### config.mk
export PLATFORM = sky130hd
export DESIGN_NAME = pcsh_mul
export DESIGN_NICKNAME = d
export VERILOG_FILES = /design/src/rtl/core/pcsh_pkg.sv /design/src/rtl/core/pcsh_mul.sv
export SDC_FILE = /design/constraint.sdc
export NUM_CORES = 1
export LEC_CHECK = 0
export BUFFER_PORTS_ARGS = -buffer_cell sky130_fd_sc_hd__buf_2
export CAP_MARGIN = 30
export CORE_ASPECT_RATIO = 1.4
export CORE_UTILIZATION = 44
export CTS_BUF_LIST = sky130_fd_sc_hd__clkbuf_4
export DETAILED_ROUTE_END_ITERATION = 10
export PLACE_DENSITY = 0.62
export SYNTH_ARGS = -nofsm -noshare
export SYNTH_HDL_FRONTEND = slang
export SYNTH_SLANG_ARGS = --single-unit
### constraint.sdc
create_clock -name i_clk -period 33.5 [get_ports i_clk]
set_input_delay 5.025 -clock i_clk [delete_from_list [all_inputs] [get_ports i_clk]]
set_output_delay 5.025 -clock i_clk [all_outputs]
set_load 0.05 [all_outputs]
### src/rtl/core/pcsh_pkg.sv
// ----------------------------------------------------------------------------
// pcsh_pkg
// Shared constants, types and the bit-length helper for the bf16 x half multiply.
// ----------------------------------------------------------------------------
package pcsh_pkg;

    localparam int unsigned MaxChannels = 4096;
    localparam int unsigned ColW        = 12;
    localparam int unsigned LenW        = 13;
    localparam int unsigned HalfW       = 16;

    typedef enum logic {
        OP_WRITE = 1'b0,
        OP_SCALE = 1'b1
    } t_opcode;

    // first multiply stage result: sign, special case, significand product, exponent
    typedef struct packed {
        logic [15:0]     sign;
        logic            special;
        logic [15:0]     special_val;
        logic [18:0]     sig_prod;
        logic signed [9:0] exp_sum;
    } t_mul_s1;

    typedef struct packed {
        logic [ColW-1:0] channel;
        logic            row_end;
        logic            final_out;
    } t_side;

    // bit length of a 19-bit value
    function automatic logic [4:0] bit_len19(input logic [18:0] v);
        logic [4:0] n;
        n = '0;
        for (int i = 0; i < 19; i++) begin
            if (v[i]) n = 5'(i + 1);
        end
        return n;
    endfunction

endpackage

### src/rtl/core/pcsh_mul.sv
// ----------------------------------------------------------------------------
// pcsh_mul
// Two-stage bf16 x half multiply with one round-to-nearest-even to half.
// ----------------------------------------------------------------------------
module pcsh_mul (
    input  logic        i_clk,
    input  logic        i_en1,
    input  logic        i_en2,
    input  logic [15:0] i_act,
    input  logic [15:0] i_scale,
    output logic [15:0] o_prod
);
    import pcsh_pkg::*;

    logic [7:0]  ae;
    logic [6:0]  am;
    logic [4:0]  be;
    logic [9:0]  bm;
    logic        anan, ainf, bnan, binf, azero, bzero;
    logic [7:0]  sa;
    logic [10:0] sb;
    logic signed [9:0] ea, eb;
    t_mul_s1     n_s1, r_s1;

    always_comb begin
        ae = i_act[14:7];
        am = i_act[6:0];
        be = i_scale[14:10];
        bm = i_scale[9:0];
        anan  = (ae == 8'hFF) && (am != '0);
        ainf  = (ae == 8'hFF) && (am == '0);
        bnan  = (be == 5'h1F) && (bm != '0);
        binf  = (be == 5'h1F) && (bm == '0);
        azero = (ae == '0) && (am == '0);
        bzero = (be == '0) && (bm == '0);
        sa = (ae == '0) ? {1'b0, am} : {1'b1, am};
        sb = (be == '0) ? {1'b0, bm} : {1'b1, bm};
        ea = (ae == '0) ? -10'sd126 : $signed({2'b00, ae}) - 10'sd127;
        eb = (be == '0) ? -10'sd14 : $signed({5'b0, be}) - 10'sd15;
        n_s1.sign     = {i_act[15] ^ i_scale[15], 15'b0};
        n_s1.special  = 1'b1;
        n_s1.sig_prod = 19'(sa) * 19'(sb);
        n_s1.exp_sum  = ea + eb - 10'sd17;
        if (anan || bnan || (ainf && bzero) || (binf && azero)) begin
            n_s1.special_val = 16'h7E00;
        end else if (ainf || binf) begin
            n_s1.special_val = n_s1.sign | 16'h7C00;
        end else if (azero || bzero) begin
            n_s1.special_val = n_s1.sign;
        end else begin
            n_s1.special     = 1'b0;
            n_s1.special_val = '0;
        end
    end

    always_ff @(posedge i_clk) begin
        if (i_en1) r_s1 <= n_s1;
    end

    // normalize and round
    logic [4:0]        n_len;
    logic signed [9:0] ex, qexp, diff;
    logic [5:0]        sh;
    logic [31:0]       pw, rem, halfw, q;
    logic [16:0]       bits;
    logic [15:0]       n_prod, r_prod;

    always_comb begin
        n_len = bit_len19(r_s1.sig_prod);
        ex    = r_s1.exp_sum + $signed({5'b0, n_len}) - 10'sd1;
        qexp  = ((ex < -10'sd14) ? -10'sd14 : ex) - 10'sd10;
        diff  = qexp - r_s1.exp_sum;
        pw    = {13'b0, r_s1.sig_prod};
        sh    = '0;
        rem   = '0;
        halfw = '0;
        if (diff <= 0) begin
            q = pw << 6'(-diff);
        end else if (diff > 10'sd24) begin
            q = '0;
        end else begin
            sh    = 6'(diff);
            rem   = pw & ((32'd1 << sh) - 32'd1);
            halfw = 32'd1 << (sh - 6'd1);
            q     = pw >> sh;
            if (rem > halfw || (rem == halfw && q[0])) q = q + 32'd1;
        end
        bits = 17'({qexp + 10'sd24, 10'b0}) + 17'(q);
        if (q == '0) bits = '0;
        if (r_s1.special) begin
            n_prod = r_s1.special_val;
        end else if (ex > 10'sd15 || bits >= 17'h7C00) begin
            n_prod = r_s1.sign | 16'h7C00;
        end else begin
            n_prod = r_s1.sign | bits[15:0];
        end
    end

    always_ff @(posedge i_clk) begin
        if (i_en2) r_prod <= n_prod;
    end

    assign o_prod = r_prod;

endmodule

==> out/qor.txt, run 1 <==
Status: completed
Post-synth ARST share: 0%
Initial antenna violation count: 1
WL final: 32000 um
Synth top area cells: edfxtp_1, ha_1, fa_1, mux4_2, nand2_1
Setup TNS: 0 ps
RD Place Congestion: 1.00
RSZ-0062 raised after global routing: false
Least-Margin Pin Slew: 988 ps
Post-synthesis sequential area ratio: 13.1%
CTS Hold Buffers Added: 0
Port buffer count: 50
Clock buffer count from CTS: 5
Post-Syn Nets: 1626
Peak fanout along the critical path: 57
Count of final max-slew check failures: 0
Slowest CP cell: clkinv_1
I/O pins: 51
Met3 GRT Util: 1.11%
Hold Crit Class: reg -> reg
CTS root buf: clkbuf_4
Slew HR: 34.1%
Met1 Track Usage GR: 27.4%
GRT Total Usage: 23.8%
P&R area growth vs syn: 3.71%
Post-CTS Setup Inserts: 0
Nature of the critical path endpoint: flop
First-pass GRT wire length: 51400 um
Final nets: 1615
Endpoints failing setup: 0
Die Y: 193 um
Ratio of cells with drive above 1 in the final layout: 11.5%
Distinct cells, synth: 96
Synth area leader: edfxtp_1
Die area: 0.0268 sq mm
Post-layout minimum cycle time: 14250 ps
Post-synthesis instance total: 1413
Fill count: 2562
H-tree depth: 2
Hold Fails Final Rpt: 0
Detailed Place HPWL: 26000 um
M2 GR Usage: 43.4%
TritonCTS clock tree: yes
Maxcap violations: 0
Initial Util: 45.0%
Num Clock Sinks: 50
Tcrit/Tclk final: 42.5%
Number of synthesis warnings: 0
DR pass1 iterations: 5
EDFF count, synth: 50
Core ar.: 0.0256 sq mm
Setup Skew: 19.5 ps
Vias in the first global route: 10154
Die Width: 139 um
Fmax: 0.0702 GHz
Largest net degree at the start of global routing: 58
CP Class: reg -> reg
FP Rows: 69
DRC Markers: 0
Commonest cells in the netlist: nand2_1, inv_1, nor2_1
Wirelength per Cell: 18.6 um
Register bit total from synthesis: 50
Crit path top cell by count: a21oi_1
Critical Path RT: 33650 ps
Gr busiest metal: met2
Vias per inst: 5.99
Top cell type's share of synthesized area: 13.1%
Routed via count: 10313
Most frequent cell after synthesis: nand2_1
Total gr overflow: 0
Detail Route Antenna Nets: 0
Mean Syn Cell Area: 8.14 sq um
CP Launch Type: flop
Clock transition at the registers of the reported paths: 160 ps
Main synth FF type: edfxtp_1
Drt initial violations: 682
Largest stage delay, worst path: 720 ps
Mapped Area: 0.0115 sq mm
Insertion delay to the later sink of the worst-skew pair: 390 ps
Number of gates resized after cts: 0
Clock tree buffer depth: 2
Critical path arrival: 14400 ps
[worst max-delay path: cells and delay by family (launching register included)]
family | cells | cell delay, ps
AO/OA/AOI/OAI | 26 | 5380
AND/OR/NAND/NOR | 15 | 3140
adder cells (fa/ha/maj) | 8 | 2840
buffers and inverters | 4 | 1410
XOR/XNOR | 4 | 630
flip-flops | 1 | 600
[metrics by stage]
| stage | setup slack [ps] | hold slack (ps) | instances | area (sq um) | utilization [%] |
|---|---|---|---|---|---|
| after floorplan | 21080 | 500 | 1413 | 11500 | - |
| after global placement | 19710 | 513 | 1714 | 11800 | 46.3 |
| after detailed placement | 19430 | 528 | 1714 | 11800 | 46.3 |
| after CTS | 19380 | 564 | 1722 | 11900 | 46.7 |
| after global routing | 17880 | 607 | 1723 | 11900 | 46.7 |
| final | 19250 | 562 | 1723 | 11900 | 46.7 |
[metal layers]
metal	part of all wire (%)	vias to the layer above	wire, um
met5	0	-	0
met2	50	331	16100
li1	-	4925	-
met4	6.0	0	1910
met3	4.0	103	1270
met1	40	4954	12700
[final timing paths]
kind                 start        end  slack [ps]  cells past startpoint
setup / recovery     pw[4]  o_prod[9]       19250                     57
hold / removal    r_s1[38]  o_prod[9]         560                      2
setup reg to reg     pw[4]  o_prod[9]       19250                     57
hold reg to reg   r_s1[38]  o_prod[9]         560                      2
[kinds of logic after synthesis]
| logic type | share of synthesized area [%] |
|---|---|
| DFF | 13.1 |
| xor gates and xnor gates | 6.23 |
| and+or+nand+nor | 22.8 |
| muxes | 9.29 |
| AOI/OAI and AO/OA | 17.3 |
| adders and majority gates | 23.1 |
| buffers and inverters | 8.22 |
[registers in the layout, summed over array words and instances, names as in the netlist]
register  flops
o_prod       16
pw           19
r_s1         15
[layout make-up]
cell class / instances / area (sq um) / area share [%]
inverter: 146 / 551 / 4.61
tap: 319 / 399 / 3.35
clock buffer: 5 / 37.5 / 0.315
sequential: 50 / 1500 / 12.6
clock inverter: 3 / 47.5 / 0.399
multi-input combinational: 1138 / 9060 / 75.9
timing repair buffer: 61 / 333 / 2.79
antenna: 1 / 2.50 / 0.0210
[placed cells by master, fill, tap and decap left out, types with 16 or more instances in the layout]
cell	instances
nand2_1	178
inv_1	142
nor2_1	121
ha_1	119
a21oi_1	80
fa_1	58
and2_1	57
o21ai_0	50
buf_2	50
edfxtp_1	50
xnor2_1	42
nand3_1	36
nor3_1	32
mux4_2	30
xor2_1	26
mux2i_1	19
a21o_1	17
mux2_2	16
nand4_1	16
Power of run 1 is left out: the tool's default activity adds up to more than one toggle a clock period on the data nets, which glitch-free logic cannot reach.
==> inputs of run 2 (changes only) <==
Clock period 33.5 ns to 13.2 ns, I/O delays scaled along.
==> run 2 against run 1 <==
Effect of this change: sequential share of layout area down 0.37 points; worst setup slack got worse by 18000 ps; cell count increased by 2.1%; sequential cell count unchanged; highest routed layer unchanged.
==> out/qor.txt, run 2 (same netlist as run 1, synthesis figures left out) <==
Tcrit/Tclk final: 93.8% (+51 points)
Least-Margin Pin Slew: 801 ps (-187 ps)
Final nets: 1651 (+2.2%)
Flip-flop count of the largest register after layout: 19 (unchanged)
Critical path arrival: 12530 ps (-1870 ps)
Initial antenna violation count: 1 (unchanged)
Commonest non-fill, non-tap cell in the layout: nand2_1
Nature of the critical path endpoint: flop
Hold WS: 546 ps (-15.7 ps)
Slowest CP cell: or4_1
Setup Skew: 17.9 ps (-1.63 ps)
Port buffer count: 50 (unchanged)
Detail Route Antenna Nets: 0 (unchanged)
Crit path top cell by count: a21oi_1
WL final: 33700 um (+5.3%)
Wirelength per Cell: 19.1 um (+3.1%)
CP Launch Type: flop
Die Width: 139 um (unchanged)
Ratio of cells with drive above 1 in the final layout: 14.5% (+3.0 points)
CTS Hold Buffers Added: 0 (unchanged)
Detailed Place HPWL: 27500 um (+5.9%)
Most frequent cells in the layout: nand2_1, inv_1, nor2_1
Critical Path RT: 13350 ps (-20300 ps)
RD Place Congestion: 0.963 (-3.7%)
Setup TNS: 0 ps (unchanged)
Drt initial violations: 607 (-11%)
GRT Total Usage: 24.9% (+1.1 points)
Endpoints failing setup: 0 (unchanged)
Vias in the first global route: 10278 (+1.2%)
Maxcap violations: 0 (unchanged)
Clock buffer count from CTS: 5 (unchanged)
Fill count: 2572 (+0.39%)
FP Rows: 69 (unchanged)
DRC Markers: 0 (unchanged)
First-pass GRT wire length: 53000 um (+3.1%)
DR pass1 iterations: 5 (unchanged)
Insertion delay to the later sink of the worst-skew pair: 400 ps (about the same)
Post-layout minimum cycle time: 12380 ps (-1870 ps)
Num Clock Sinks: 50 (unchanged)
I/O pins: 51 (unchanged)
Layout Cells excl Fill: 1759 (+2.1%)
Peak fanout along the critical path: 10 (-82%)
Total gr overflow: 0 (unchanged)
Vias per inst: 5.95 (-0.63%)
Fmax: 0.0807 GHz (+15%)
Routed via count: 10462 (+1.4%)
Status: completed
Slew HR: 45.9% (+12 points)
Initial Util: 45.0% (unchanged)
TritonCTS clock tree: yes
Count of final max-slew check failures: 0 (unchanged)
Clock transition at the registers of the reported paths: 160 ps (about the same)
Core ar.: 0.0256 sq mm (unchanged)
Die Y: 193 um (unchanged)
Largest stage delay, worst path: 560 ps (-160 ps)
Core Util, Final: 48.1% (+1.4 points)
H-tree depth: 2 (unchanged)
Largest net degree at the start of global routing: 51 (-12%)
Clock tree buffer depth: 2 (unchanged)
Die area: 0.0268 sq mm (unchanged)
P&R area growth vs syn: 6.82%
Hold Crit Class: reg -> reg
CTS root buf: clkbuf_4
Hold Fails Final Rpt: 0 (unchanged)
CP Class: reg -> reg
Placed insts: 1742 (+1.6%)
## run 2: cell count changes in the layout (fill, tap and decap cells not counted), sizes merged
cell	previous run	this run
bufinv	1	0
buf	61	97
clkinv	1	4
inv	147	145
## run 2: worst max-delay path: cells and delay by family (launching register included)
kind                     cells  cell delay, ps
AO/OA/AOI/OAI               20            3930
XOR/XNOR                     4             640
adder cells (fa/ha/maj)     10            3180
buffers and inverters        6             690
flip-flops                   1             470
multiplexers                 1             340
AND/OR/NAND/NOR             15            2860
## run 2: area by class of cell
cell class              instances  area, sq um  area share (%)
repair buffers                 97          639            5.20
inverters                     146          551            4.48
diodes                          1         2.50          0.0204
clock inverters                 3         21.3           0.173
flip-flops and latches         50         1500            12.2
well taps                     319          399            3.25
clock buffers                   5         37.5           0.305
multi-input cells            1138         9140            74.4
## run 2: path summary, 6_finish.rpt
| path | start | endpoint | slack (ps) | cells after the start |
|---|---|---|---|---|
| setup / recovery | pw[1] | o_prod[13] | 820 | 56 |
| hold reg to reg | r_s1[38] | o_prod[9] | 550 | 2 |
| hold / removal | r_s1[38] | o_prod[9] | 550 | 2 |
| setup reg to reg | pw[1] | o_prod[13] | 820 | 56 |
## run 2: through the flow
step           worst slack, ps  instance area [sq um]
2_1_floorplan              777                  11500
6_report                   816                  12300
5_1_grt                  -77.9                  12300
4_1_cts                   49.0                  12100
3_3_place_gp               330                  12100
3_5_place_dp              -128                  12100
## run 2: routing by layer
layer | up-vias | GRT usage, % | share of wire, %
li1 | 5009 | - | -
met1 | 5048 | 28.6 | 40
met2 | 310 | 46.0 | 51
met3 | 95 | 0.990 | 3.4
met4 | 0 | 14.3 | 5.5
met5 | - | 0 | 0
## run 2: repair_timing
| item | 4_1_cts | 5_1_grt |
|---|---|---|
| gates resized for setup | 2 | 17 |
| gates cloned | 0 | 0 |
| pin swaps | 0 | 1 |
| setup endpoints to repair | 15 | 15 |
| setup buffers | 0 | 7 |
Power of run 2 is left out for the same reason.
==> inputs of run 3 (changes only) <==
Settings changed: CORE_UTILIZATION 44 to 39, PLACE_DENSITY 0.62 to 0.57.
Clock period 13.2 ns to 12.3 ns, I/O delays scaled along.
==> run 3 against run 2 <==
Effect of this change: critical path depth decreased by 4; non-clock buffer count rose by 39; global-route usage is 1.2 points lower; largest cell class unchanged; wire length increased by 4.1%; highest routed layer unchanged.
==> out/qor.txt, run 3 (same netlist as run 1, synthesis figures left out) <==
Hold Fails Final Rpt: 0 (unchanged)
Hold Crit Class: reg -> reg
Fin area: 0.0128 sq mm (+4.5%)
Placed insts: 1837 (+5.5%)
Total gr overflow: 0 (unchanged)
Count of final max-slew check failures: 0 (unchanged)
Insertion delay to the later sink of the worst-skew pair: 400 ps (about the same)
First-pass GRT wire length: 56200 um (+6.0%)
Drt initial violations: 538 (-11%)
Nature of the critical path endpoint: flop
CTS Hold Buffers Added: 0 (unchanged)
DR pass1 iterations: 5 (unchanged)
Clock transition at the registers of the reported paths: 160 ps (about the same)
Detailed Place HPWL: 29100 um (+5.7%)
Flip-flop count of the largest register after layout: 19 (unchanged)
Endpoints failing setup: 0 (unchanged)
Largest net degree at the start of global routing: 44 (-14%)
WL final: 35100 um (+4.1%)
Routed via count: 10557 (+0.91%)
Post-layout minimum cycle time: 11570 ps (-816 ps)
Vias per inst: 5.68 (-4.5%)
Fmax: 0.0864 GHz (+7.1%)
Fill count: 2992 (+16%)
Final nets: 1690 (+2.4%)
Ratio of cells with drive above 1 in the final layout: 18.7% (+4.2 points)
Layout Cells excl Fill: 1859 (+5.7%)
CTS root buf: clkbuf_4
Final WS setup: 732 ps (-83.9 ps)
Core ar.: 0.0291 sq mm (+14%)
Worst Hold Depth: 2 (unchanged)
Setup Skew: 14.7 ps (-3.22 ps)
H-tree depth: 2 (unchanged)
Vias in the first global route: 10548 (+2.6%)
Die Width: 147 um (+6.1%)
GRT Total Usage: 23.6% (-1.2 points)
Die area: 0.0302 sq mm (+13%)
FP Rows: 74 (+7.2%)
Most frequent cells in the layout: nand2_1, inv_1, ha_1
TritonCTS clock tree: yes
Pre-CTS setup slack: -227 ps (-98.7 ps)
CP Launch Type: flop
CP Class: reg -> reg
Wirelength per Cell: 18.9 um (-1.5%)
Least-Margin Pin Slew: 774 ps (-26.5 ps)
Peak fanout along the critical path: 10 (unchanged)
Num Clock Sinks: 50 (unchanged)
Port buffer count: 50 (unchanged)
Tcrit/Tclk final: 94.0% (+0.23 points)
Commonest non-fill, non-tap cell in the layout: nand2_1
I/O pins: 51 (unchanged)
Detail Route Antenna Nets: 0 (unchanged)
DRC Markers: 0 (unchanged)
Slew HR: 47.6% (+1.8 points)
Clock buffer count from CTS: 5 (unchanged)
P&R area growth vs syn: 11.6%
R2R depth: 52 (-7.1%)
Crit path top cell by count: buf_4
Initial antenna violation count: 1 (unchanged)
Die Y: 205 um (+6.2%)
Critical Path RT: 12560 ps (-790 ps)
RD Place Congestion: 0.971 (+0.78%)
Initial Util: 39.6% (-5.4 points)
Maxcap violations: 0 (unchanged)
Clock tree buffer depth: 2 (unchanged)
Setup TNS: 0 ps (unchanged)
Dpl cell area: 0.0124 sq mm (+2.8%)
Largest stage delay, worst path: 560 ps (about the same)
Critical path arrival: 11830 ps (-700 ps)
Slowest CP cell: or4_1
Status: completed
==> run 3: path summary, 6_finish.rpt <==
check / startpoint / to / slack (ps)
setup / recovery: pw[1] / o_prod[9] / 730
hold / removal: r_s1[38] / o_prod[9] / 540
setup reg to reg: pw[1] / o_prod[9] / 730
hold reg to reg: r_s1[38] / o_prod[9] / 540
==> run 3: routing by layer <==
metal	up-vias	share of wire [%]	global-route usage (%)
li1	5075	-	-
met1	5083	39	26.9
met2	311	53	44.9
met3	88	3.1	0.710
met4	0	5.0	11.9
met5	-	0	0
==> run 3: repair_timing <==
item	CTS	global route
endpoints found under the setup margin	15	15
hold endpoints to repair	0	0
gates resized for setup	4	46
gates cloned	0	1
buffers inserted	0	11
pin swaps	0	25
==> run 3: critical path, delay by kind of cell, from the launching register on <==
family / cells / cell delay, ps
simple gates: 16 / 3350
xor+xnor: 5 / 940
flops: 1 / 410
fa+ha+maj: 8 / 2240
buf+inv: 9 / 1280
compound gates: 14 / 3190
==> run 3: per-stage QoR <==
stage	hold WS (ps)	utilization, %
3_3_place_gp	512	42.6
3_5_place_dp	510	42.6
2_1_floorplan	500	-
5_1_grt	569	44.2
6_report	538	44.2
4_1_cts	536	43.0
==> run 3: area by class of cell <==
cell class | count | area (sq um) | share of cell area, %
Multi-Input combinational cell | 1138 | 9280 | 72.3
Sequential cell | 50 | 1500 | 11.7
Timing Repair Buffer | 136 | 946 | 7.37
Inverter | 146 | 551 | 4.29
Tap cell | 380 | 475 | 3.70
Clock inverter | 3 | 42.5 | 0.331
Clock buffer | 5 | 37.5 | 0.292
Antenna cell | 1 | 2.50 | 0.0195
Power of run 3 is left out for the same reason.
